**src/rtl/virtual_fat16_sector_generator_unit_defines.svh**
```systemverilog
// ----------------------------------------------------------------------------
// virtual fat16 sector generator assertion macros
// shared property forms for the checks at the end of the top level
// ----------------------------------------------------------------------------
`ifndef VIRTUAL_FAT16_SECTOR_GENERATOR_UNIT_DEFINES_SVH
`define VIRTUAL_FAT16_SECTOR_GENERATOR_UNIT_DEFINES_SVH

// condition holds in the same cycle as the trigger
`define VFS_ASSERT_SAME(label, clk, rst, trig, cond, msg) \
  label: assert property (@(posedge clk) disable iff (rst) (trig) |-> (cond)) \
    else $error(msg);

// condition holds in the cycle after the trigger
`define VFS_ASSERT_NEXT(label, clk, rst, trig, cond, msg) \
  label: assert property (@(posedge clk) disable iff (rst) (trig) |=> (cond)) \
    else $error(msg);

`endif

```
**src/rtl/vfs_pkg.sv**
```systemverilog
// ----------------------------------------------------------------------------
// vfs_pkg
// types and codes shared by the virtual fat16 sector generator
// ----------------------------------------------------------------------------
package vfs_pkg;

  // configuration register indexes
  localparam logic [2:0] REG_FIRST_CLUSTERS  = 3'd0;
  localparam logic [2:0] REG_SECOND_CLUSTERS = 3'd1;
  localparam logic [2:0] REG_SERIAL          = 3'd2;
  localparam logic [2:0] REG_LABEL_FIRST     = 3'd3;
  localparam logic [2:0] REG_LABEL_LAST      = 3'd4;

  typedef enum logic [2:0] {
    REGION_BOOT  = 3'd0,
    REGION_FAT1  = 3'd1,
    REGION_FAT2  = 3'd2,
    REGION_ROOT  = 3'd3,
    REGION_FILE1 = 3'd4,
    REGION_FILE2 = 3'd5
  } region_t;

  typedef struct packed {
    logic [31:0] lba;
    logic [7:0]  word_index;
  } in_t;

  typedef struct packed {
    region_t     region;
    logic [15:0] word_value;
    logic [31:0] file_sector;
    logic        beyond_files;
    logic [3:0]  root_sector;
  } out_t;

  typedef struct packed {
    logic [14:0] first_file_clusters;
    logic [14:0] second_file_clusters;
    logic [31:0] volume_serial;
    logic [63:0] label_first_eight;
    logic [23:0] label_last_three;
  } cfg_t;

  // volume layout derived from the cluster counts, root region of at most 16 sectors
  typedef struct packed {
    logic [8:0]  fat;         // sectors per fat copy
    logic [9:0]  fat_end;     // first sector of fat copy two
    logic [9:0]  root_start;
    logic [9:0]  data_start;
    logic [15:0] data_mid;    // first sector of file two
    logic [16:0] data_end;    // total sectors
    logic [15:0] end_one;     // last fat entry of file one
    logic [16:0] end_two;     // last fat entry of file two
    logic [16:0] entry_limit; // clusters + 2
  } layout_t;

endpackage

```
**src/rtl/vfs_cfg_regs.sv**
```systemverilog
// ----------------------------------------------------------------------------
// vfs_cfg_regs
// configuration registers and the registered volume layout derived from them
// ----------------------------------------------------------------------------
module vfs_cfg_regs
  import vfs_pkg::*;
#(
  parameter int DIR_SECTORS = 14
) (
  input  logic        clk,
  input  logic        rst,
  input  logic        cfg_valid,
  input  logic [2:0]  cfg_index,
  input  logic [63:0] cfg_data,
  output cfg_t        cfg,
  output layout_t     layout
);

  layout_t     layout_next;
  logic [14:0] clusters_two;
  logic [15:0] total;
  logic [16:0] fat_round;

  always_ff @(posedge clk) begin
    if (rst) begin
      cfg.first_file_clusters  <= 15'd0;
      cfg.second_file_clusters <= 15'd1;
      cfg.volume_serial        <= 32'd0;
      cfg.label_first_eight    <= 64'd0;
      cfg.label_last_three     <= 24'd0;
    end else if (cfg_valid) begin
      case (cfg_index)
        REG_FIRST_CLUSTERS:  cfg.first_file_clusters  <= cfg_data[14:0];
        REG_SECOND_CLUSTERS: cfg.second_file_clusters <= cfg_data[14:0];
        REG_SERIAL:          cfg.volume_serial        <= cfg_data[31:0];
        REG_LABEL_FIRST:     cfg.label_first_eight    <= cfg_data;
        REG_LABEL_LAST:      cfg.label_last_three     <= cfg_data[23:0];
        default: ;
      endcase
    end
  end

  always_comb begin
    clusters_two = (cfg.second_file_clusters == 15'd0) ? 15'd1 : cfg.second_file_clusters;
    total        = {1'b0, cfg.first_file_clusters} + {1'b0, clusters_two};
    layout_next.entry_limit = {1'b0, total} + 17'd2;
    // two bytes an entry, 256 entries a sector, rounded up
    fat_round               = layout_next.entry_limit + 17'd255;
    layout_next.fat         = fat_round[16:8];
    layout_next.fat_end     = 10'd1 + {1'b0, layout_next.fat};
    layout_next.root_start  = layout_next.fat_end + {1'b0, layout_next.fat};
    layout_next.data_start  = layout_next.root_start + 10'(DIR_SECTORS);
    layout_next.data_mid    = {6'd0, layout_next.data_start} + {1'b0, cfg.first_file_clusters};
    layout_next.data_end    = {7'd0, layout_next.data_start} + {1'b0, total};
    layout_next.end_one     = {1'b0, cfg.first_file_clusters} + 16'd1;
    layout_next.end_two     = {1'b0, total} + 17'd1;
  end

  // refreshed every cycle, settles in the cycle after a register write takes effect
  always_ff @(posedge clk) begin
    layout <= layout_next;
  end

endmodule

```
**src/rtl/vfs_sector_decode.sv**
```systemverilog
// ----------------------------------------------------------------------------
// vfs_sector_decode
// region decode and word generation for one requested sector word
// ----------------------------------------------------------------------------
module vfs_sector_decode
  import vfs_pkg::*;
#(
  parameter int DIR_SECTORS = 14
) (
  input  in_t     req,
  input  cfg_t    cfg,
  input  layout_t layout,
  output out_t    result
);

  localparam logic [15:0] ROOT_ENTRIES = 16'(DIR_SECTORS * 16);
  localparam logic [7:0] OEM_TEXT [8] = '{8'h4D, 8'h53, 8'h44, 8'h4F,
                                          8'h53, 8'h35, 8'h2E, 8'h30};
  localparam logic [7:0] TYPE_TEXT [8] = '{8'h46, 8'h41, 8'h54, 8'h31,
                                           8'h36, 8'h20, 8'h20, 8'h20};

  function automatic logic [7:0] boot_byte(input logic [8:0] i, input cfg_t c,
                                           input layout_t l);
    logic [8:0]  k;
    logic [31:0] total_sectors;
    k = 9'd0;
    total_sectors = {15'd0, l.data_end};
    boot_byte = 8'h00;
    case (i) inside
      9'd0:  boot_byte = 8'hEB;
      9'd1:  boot_byte = 8'h3C;
      9'd2:  boot_byte = 8'h90;
      [9'd3:9'd10]: begin
        k = i - 9'd3;
        boot_byte = OEM_TEXT[k[2:0]];
      end
      9'd12: boot_byte = 8'h02;
      9'd13, 9'd14: boot_byte = 8'h01;
      9'd16: boot_byte = 8'h02;
      9'd17: boot_byte = ROOT_ENTRIES[7:0];
      9'd18: boot_byte = ROOT_ENTRIES[15:8];
      9'd21: boot_byte = 8'hF8;
      9'd22: boot_byte = l.fat[7:0];
      9'd23: boot_byte = {7'd0, l.fat[8]};
      9'd24: boot_byte = 8'd63;
      9'd26: boot_byte = 8'd255;
      [9'd32:9'd35]: begin
        k = i - 9'd32;
        boot_byte = total_sectors[8*k[1:0] +: 8];
      end
      9'd36: boot_byte = 8'h80;
      9'd38: boot_byte = 8'h29;
      [9'd39:9'd42]: begin
        k = i - 9'd39;
        boot_byte = c.volume_serial[8*k[1:0] +: 8];
      end
      [9'd43:9'd50]: begin
        k = i - 9'd43;
        boot_byte = c.label_first_eight[8*k[2:0] +: 8];
      end
      [9'd51:9'd53]: begin
        k = i - 9'd51;
        boot_byte = c.label_last_three[8*k[1:0] +: 8];
      end
      [9'd54:9'd61]: begin
        k = i - 9'd54;
        boot_byte = TYPE_TEXT[k[2:0]];
      end
      9'd510: boot_byte = 8'h55;
      9'd511: boot_byte = 8'hAA;
      default: boot_byte = 8'h00;
    endcase
  endfunction

  logic [7:0]  fat_sector;
  logic [15:0] entry;
  logic [15:0] entry_word;
  logic [15:0] boot_word;
  logic [31:0] lba;

  always_comb begin
    lba = req.lba;
    boot_word = {boot_byte({req.word_index, 1'b1}, cfg, layout),
                 boot_byte({req.word_index, 1'b0}, cfg, layout)};

    // sector within the fat copy, always below 256 inside a fat region
    if (lba < {22'd0, layout.fat_end}) begin
      fat_sector = lba[7:0] - 8'd1;
    end else begin
      fat_sector = lba[7:0] - 8'd1 - layout.fat[7:0];
    end
    entry = {fat_sector, req.word_index};

    priority if (entry == 16'd0) begin
      entry_word = 16'hFFF8;
    end else if (entry == 16'd1) begin
      entry_word = 16'hFFFF;
    end else if ({1'b0, entry} < layout.entry_limit) begin
      // chain ends at the last cluster of either file
      if (entry == layout.end_one || {1'b0, entry} == layout.end_two) begin
        entry_word = 16'hFFFF;
      end else begin
        entry_word = entry + 16'd1;
      end
    end else begin
      entry_word = 16'h0000;
    end

    result = '0;
    priority if (lba == 32'd0) begin
      result.region     = REGION_BOOT;
      result.word_value = boot_word;
    end else if (lba < {22'd0, layout.fat_end}) begin
      result.region     = REGION_FAT1;
      result.word_value = entry_word;
    end else if (lba < {22'd0, layout.root_start}) begin
      result.region     = REGION_FAT2;
      result.word_value = entry_word;
    end else if (lba < {22'd0, layout.data_start}) begin
      result.region      = REGION_ROOT;
      result.root_sector = lba[3:0] - layout.root_start[3:0];
    end else if (lba < {16'd0, layout.data_mid}) begin
      result.region      = REGION_FILE1;
      result.file_sector = lba - {22'd0, layout.data_start};
    end else if (lba < {15'd0, layout.data_end}) begin
      result.region      = REGION_FILE2;
      result.file_sector = lba - {16'd0, layout.data_mid};
    end else begin
      result.region       = REGION_FILE2;
      result.beyond_files = 1'b1;
    end
  end

endmodule

```
**src/rtl/virtual_fat16_sector_generator_unit.sv**
```systemverilog
// ----------------------------------------------------------------------------
// virtual_fat16_sector_generator_unit: beat registered in in_q, result in out_data
// one beat per cycle unless out_ready stalls, one decode stage between two registers
// reset clears both stage valids and loads the cluster counts 0 and 1, serial and label 0
// ----------------------------------------------------------------------------
module virtual_fat16_sector_generator_unit
  import vfs_pkg::*;
#(
  parameter int DIR_SECTORS = 14
) (
  input  logic        clk,
  input  logic        rst,
  input  logic        in_valid,
  output logic        in_ready,
  input  in_t         in_data,
  output logic        out_valid,
  input  logic        out_ready,
  output out_t        out_data,
  input  logic        cfg_valid,
  output logic        cfg_ready,
  input  logic [2:0]  cfg_index,
  input  logic [63:0] cfg_data
);

`include "virtual_fat16_sector_generator_unit_defines.svh"

  cfg_t    cfg;
  layout_t layout;
  in_t     in_q;
  logic    in_q_valid;
  out_t    result;
  logic    advance;

  assign cfg_ready = 1'b1;
  assign advance   = !out_valid || out_ready;
  assign in_ready  = !in_q_valid || advance;

  vfs_cfg_regs #(
    .DIR_SECTORS(DIR_SECTORS)
  ) u_cfg (
    .clk      (clk),
    .rst      (rst),
    .cfg_valid(cfg_valid),
    .cfg_index(cfg_index),
    .cfg_data (cfg_data),
    .cfg      (cfg),
    .layout   (layout)
  );

  vfs_sector_decode #(
    .DIR_SECTORS(DIR_SECTORS)
  ) u_decode (
    .req   (in_q),
    .cfg   (cfg),
    .layout(layout),
    .result(result)
  );

  always_ff @(posedge clk) begin
    if (rst) begin
      in_q_valid <= 1'b0;
      out_valid  <= 1'b0;
    end else begin
      if (in_ready) begin
        in_q_valid <= in_valid;
      end
      if (advance) begin
        out_valid <= in_q_valid;
      end
    end
  end

  // payload stages, no reset
  always_ff @(posedge clk) begin
    if (in_valid && in_ready) begin
      in_q <= in_data;
    end
    if (advance && in_q_valid) begin
      out_data <= result;
    end
  end

  `VFS_ASSERT_SAME(a_beyond_only_file2, clk, rst, out_valid && out_data.beyond_files,
    out_data.region == REGION_FILE2, "beyond flag outside second file region")
  `VFS_ASSERT_SAME(a_beyond_no_sector, clk, rst, out_valid && out_data.beyond_files,
    out_data.file_sector == 32'd0, "file sector set past the files")
  `VFS_ASSERT_SAME(a_stall_cause, clk, rst, !in_ready,
    in_q_valid && out_valid && !out_ready, "input stalled without a full pipe")
  `VFS_ASSERT_NEXT(a_stage_moves, clk, rst, in_q_valid && advance,
    out_valid, "decoded beat did not reach the result register")

endmodule
```
**config.mk**
```make
export PLATFORM = sky130hd
export DESIGN_NAME = virtual_fat16_sector_generator_unit
export DESIGN_NICKNAME = d
export VERILOG_FILES = /design/src/rtl/vfs_pkg.sv /design/src/rtl/vfs_cfg_regs.sv /design/src/rtl/vfs_sector_decode.sv /design/src/rtl/virtual_fat16_sector_generator_unit.sv
export VERILOG_INCLUDE_DIRS = /design/src /design/src/rtl
export SDC_FILE = /design/constraint.sdc
export NUM_CORES = 1
export LEC_CHECK = 0
export BUFFER_PORTS_ARGS = -buffer_cell sky130_fd_sc_hd__buf_4
export CAP_MARGIN = 40
export CORE_MARGIN = 4
export CORE_UTILIZATION = 55
export CTS_CLUSTER_SIZE = 16
export DETAILED_ROUTE_END_ITERATION = 8
export GPL_TIMING_DRIVEN = 0
export PLACE_DENSITY = 0.85
export SLEW_MARGIN = 40
export SYNTH_ARGS = -nofsm -noshare
export SYNTH_HDL_FRONTEND = slang
export SYNTH_SLANG_ARGS = --single-unit
```
**constraint.sdc**
```tcl
create_clock -name clk -period 22.4 [get_ports clk]
set_clock_uncertainty 0.15 [all_clocks]
set_input_delay 2.24 -clock clk [delete_from_list [all_inputs] [get_ports clk]]
set_output_delay 2.24 -clock clk [all_outputs]
set_load 0.1 [all_outputs]
```
---- Word level (Yosys, flattened, before mapping) ----
Memory sizes are Yosys's and may differ from the RTL's.
Cells that the tools add are included.
word-level totals
  flip-flop bits (word level) ............. 370
  bits in read-only memories .............. 256
  input bits .............................. 112
  output and inout bits ................... 59
  logic and storage cells ................. 209
  memories ................................ 4
memories
  memory            words  width  read ports  clocked after Yosys merged registers in  wr ports  line                     RTL
  (name not given)  8      8      1           0                                        0         vfs_sector_decode.sv:67  boot_byte = TYPE_TEXT[k[2:0]];
  (name not given)  8      8      1           0                                        0         vfs_sector_decode.sv:67
  (name not given)  8      8      1           0                                        0         vfs_sector_decode.sv:35  boot_byte = OEM_TEXT[k[2:0]];
  (name not given)  8      8      1           0                                        0         vfs_sector_decode.sv:35
operators by class
  add/subtract/negate cells ............... 28
  magnitude comparators ................... 34
  equal/unequal tests ..................... 19
  shift-type cells ........................ 8
  multiplexer cells ....................... 53
  bitwise logic cells ..................... 5
  reduce and logical (&&, ||, !) cells .... 33
operator list
  operator                 number
  $mux W8                  38
  $shiftx A32 B6 Y8        4
  $shiftx A64 B7 Y8        2
  $lt A32 B10 Y1           3
  $mux W16                 6
  $ge A9 B6 Y1 const B     10
  $le A9 B6 Y1 const B     10
  $mux W32                 2
  $eq A8 B4 Y1 const B     6
  $shiftx A24 B6 Y8        2
  $logic_not A32 Y1        1
  $lt A32 B16 Y1           1
  $lt A32 B17 Y1           1
  $sub A32 B10 Y32         1
  $sub A32 B16 Y32         1
  $ge A9 B2 Y1 const B     2
  $le A9 B4 Y1 const B     2
  $add A10 B16 Y17         1
  $add A16 B1 Y17 const B  1
  $add A16 B2 Y17 const B  1
  $add A17 B8 Y17 const B  1
  $eq A16 B17 Y1           1
  $lt A16 B17 Y1           1
  $mux W17                 1
  41 further kinds         81

---- Logic depth before layout (Yosys ltp) ----
  depth in word-level cells ............... 23
  mapped depth ............................ 34
  mapped depth without buffers ............ 34

---- Cells and area by module ----
A second synthesis with hierarchy kept.
unflattened totals
  cell total of the unflattened synthesis .. 2,436
  area, all modules ....................... 21,430.6 µm²
by module, submodules not included
  module                               instances  cells each  area an instance (µm²)  seq. area each (µm²)
  vfs_cfg_regs                         1          1,282       11,317.1                5,365.1
  vfs_sector_decode                    1          1,046       7,115.6                 0.0
  virtual_fat16_sector_generator_unit  1          108         2,997.9                 2,922.8

---- Worst setup path before layout ----
No wires, ideal clock.
  path kind ............................... flip-flop to flip-flop
  start point ............................. register u_cfg.cfg[129] (netlist name)
  end point ............................... register u_cfg.layout[63] (netlist name)
  library setup time ...................... 122 ps
  arrival ................................. 7,436 ps
  data required time ...................... 22,128 ps
  setup slack ............................. 14,692 ps
  cell stages (with the launch flop) ...... 33
  buffers on the path ..................... 0
  period minus slack after synthesis ...... 7,708 ps
  cells stage by stage .................... dfxtp_1 -> nor4_1 -> a41o_1 -> ha_1 -> fa_1 -> xor2_2 -> ha_1 -> or4b_1 -> a211o_1 -> nor3_2 -> a21boi_0 -> nor2_1 -> xor2_1 -> ha_1 -> inv_1 -> ha_1 -> xnor3_1 -> a21boi_0 -> o21ai_0 -> o32ai_1 -> o21bai_1 -> o211ai_1 -> xor2_1 -> and2_1 -> xor2_1 -> ha_1 -> inv_1 -> o21bai_1 -> a21oi_1 -> nor2b_1 -> o21ai_0 -> nor2_1 -> xor2_1

==> metrics.yaml <==
dieArea_um2: 40700
area_growth_syn_to_layout_pct: 15.7
worstSetupStartpointType: "flip-flop"
start_util: 0.561
post-cts-setup-buffers: 0
ys_types: 93
cap_violations: 0
layout-drive-gt1-share: 0.118
finalCritPeriodShare: 0.448
grt_pass1_vias: 17900
dpl.hpwl_um: 51400
clock_latency_ns: 0.58
synth_top_area_share: 0.262
nets: 2811
ir_drop_uv: 55.5
slowest_delay_ns: 0.54
synth-seq-cells: 366
clk_pin_slew_worst_paths_ns: 0.06
drc: 0
cts_buffers: 38
cts-hold-fix-buffers: 0
yosys_warnings: 0
critPathKind: "reg2reg"
grt_pass1_wl_um: 100000
tightest_slew_ns: 0.867
coreArea_um2: 36800
globalplace.congestion: 0.991
rsz0062_at_grt: "false"
wl_per_cell_um: 21.6
synthesis.area_um2: 20600
post-route-util: 0.649
track_usage: 0.311
antenna_left: 0
port_buffers: 168
syn_area_per_cell_um2: 8.83
p_leak_nw: 9.63
finalSetupTns_ns: 0
ios: 171
htreeDepth: 2
ys_seq_area_frac: 0.402
cts_root_buf: "clkbuf_16"
first_pass_iters: 5
die_w_um: 202
rows: 70
cts_tree: "yes"
via_per_inst: 6.10
hold_viol: 0
hp-class: "reg2reg"
synth_area_leader_cell: "dfxtp_1"
n_fill_cell: 2932
overflow: 0
finalMaxSlewViolations: 0
synth_area_leaders: "dfxtp_1 (26%), edfxtp_1 (14%), ha_1 (8.4%)"
required_ns: 22.68
antenna_cells: 0
crit_path_end_kind: "flip-flop"
critPathMaxFanout: 7
fmax_mhz: 99.7
cts_buffer_depth: 3
cp_common_cell: "ha_1"
cts_resized: 0
antenna_found_initial: 0
clock-sinks: 366
setup_viol: 0
async_reset_ff_frac: 0
synth_edf_count: 96
drt_iter0_drc: 1944
outcome: "completed"
p_per_area_nw_per_um2: 74.6
min_period_ns: 10.03
synthCells: 2336
synth_flop_cell: "dfxtp_1"
slowest_stage: "or4b_1"
grt_start_max_net_pins: 36
vias: 18600
wirelength_um: 65800
worst_ep_arrival_time_ns: 10.30
relSlewSlack: 0.414
die_y_um: 202
[placed cells by master, fill, tap and decap left out, types with 51 or more instances in the layout]
| cell type | count |
|---|---|
| clkbuf_1 | 107 |
| dfxtp_1 | 270 |
| xor2_1 | 60 |
| nor2_1 | 118 |
| o21ai_0 | 71 |
| buf_4 | 169 |
| a21o_1 | 51 |
| xnor2_1 | 112 |
| nand3_1 | 51 |
| ha_1 | 138 |
| edfxtp_1 | 96 |
| inv_1 | 162 |
| a21oi_1 | 240 |
| nand2_1 | 391 |
[power by group]
group / switching (mW) / internal, mW
Combinational: 0.238 / 0.145
Clock: 0.273 / 0.373
Sequential: 0.0310 / 0.720
[metal layers]
metal  GRT usage  vias up  wire length, um
met5           0        -                0
met2       0.486      978            29100
li1            -     8580                -
met1       0.426     8868            27200
met3      0.0662      176             6910
met4       0.120        0             2620
[sequential cells by signal (all words and copies together) (netlist names)]
signal        cells
u_cfg.cfg       150
out_valid         1
in_q             40
u_cfg.layout    118
in_q_valid        1
out_data         56
[worst paths after layout]
kind | endpoint | depth (start not counted) | startpoint | slack (ns)
setup / recovery | u_cfg.layout[65] | 32 | u_cfg.cfg[129] | 12.37
hold / removal | u_cfg.cfg[4] | 2 | u_cfg.cfg[4] | 0.31
setup reg to reg | u_cfg.layout[65] | 32 | u_cfg.cfg[129] | 12.37
hold reg to reg | u_cfg.cfg[4] | 2 | u_cfg.cfg[4] | 0.31
[area by class of cell]
class	count	area, um2	share of cell area
well taps	468	586	0.0245
clock buffers	52	1110	0.0463
plain buffers	113	440	0.0185
multi-input cells	1698	11300	0.475
flip-flops and latches	366	8290	0.347
repair buffers	171	1310	0.0549
clock inverters	18	176	0.00739
inverters	166	623	0.0261
[synthesized netlist by cell type, types with 11 or more instances]
library cell  count
o21bai_1         17
nor2b_1          18
inv_1           162
edfxtp_1         96
mux4_2           16
nor2_1          118
nor4_1           23
clkbuf_1        102
mux2i_1          25
nand3b_1         12
nand3_1          51
dfxtp_1         270
nand2b_1         17
xor2_1           60
and3_1           22
and2_1           17
nand2_1         391
or3_1            11
a21o_1           51
nand4_1          14
o21ai_0          72
a21oi_1         241
xnor2_1         112
ha_1            138
nor3_1           35
o211ai_1         23
a22oi_1          21
a211oi_1         30
[critical path: cells and delay by family, from the launching register on]
family	cells	cell delay, ns
adder cells (fa/ha/maj)	6	1.90
buffers and inverters	2	0.18
AO/OA/AOI/OAI	11	2.72
AND/OR/NAND/NOR	7	2.04
flip-flops	1	0.32
XOR/XNOR	6	2.54
[through the flow]
stage	instance area [um2]	std cells	setup WS, ns	hold WS, ns	power, mW
after CTS	23900	3052	12.55	0.305	1.78
final	23900	3052	12.37	0.306	1.78
after global routing	23900	3052	11.76	0.323	1.85
after global placement	22500	2979	12.87	0.289	1.12
after floorplan	20700	2343	14.69	0.282	1.02
after detailed placement	22600	2982	12.66	0.295	1.13
[logic make-up (layout without fill, tap and decap cells)]
logic type,Yosys count,count (layout),share of synthesized area
AOI/OAI and AO/OA,541,541,0.165
DFF,366,366,0.402
other,2,9,0.000364
adders and majority gates,145,145,0.0905
muxes,51,51,0.0352
buffers and inverters,279,520,0.0514
and+or+nand+nor,770,770,0.173
xor gates and xnor gates,182,182,0.0828
No activity file was read; power rests on OpenSTA's default activity.
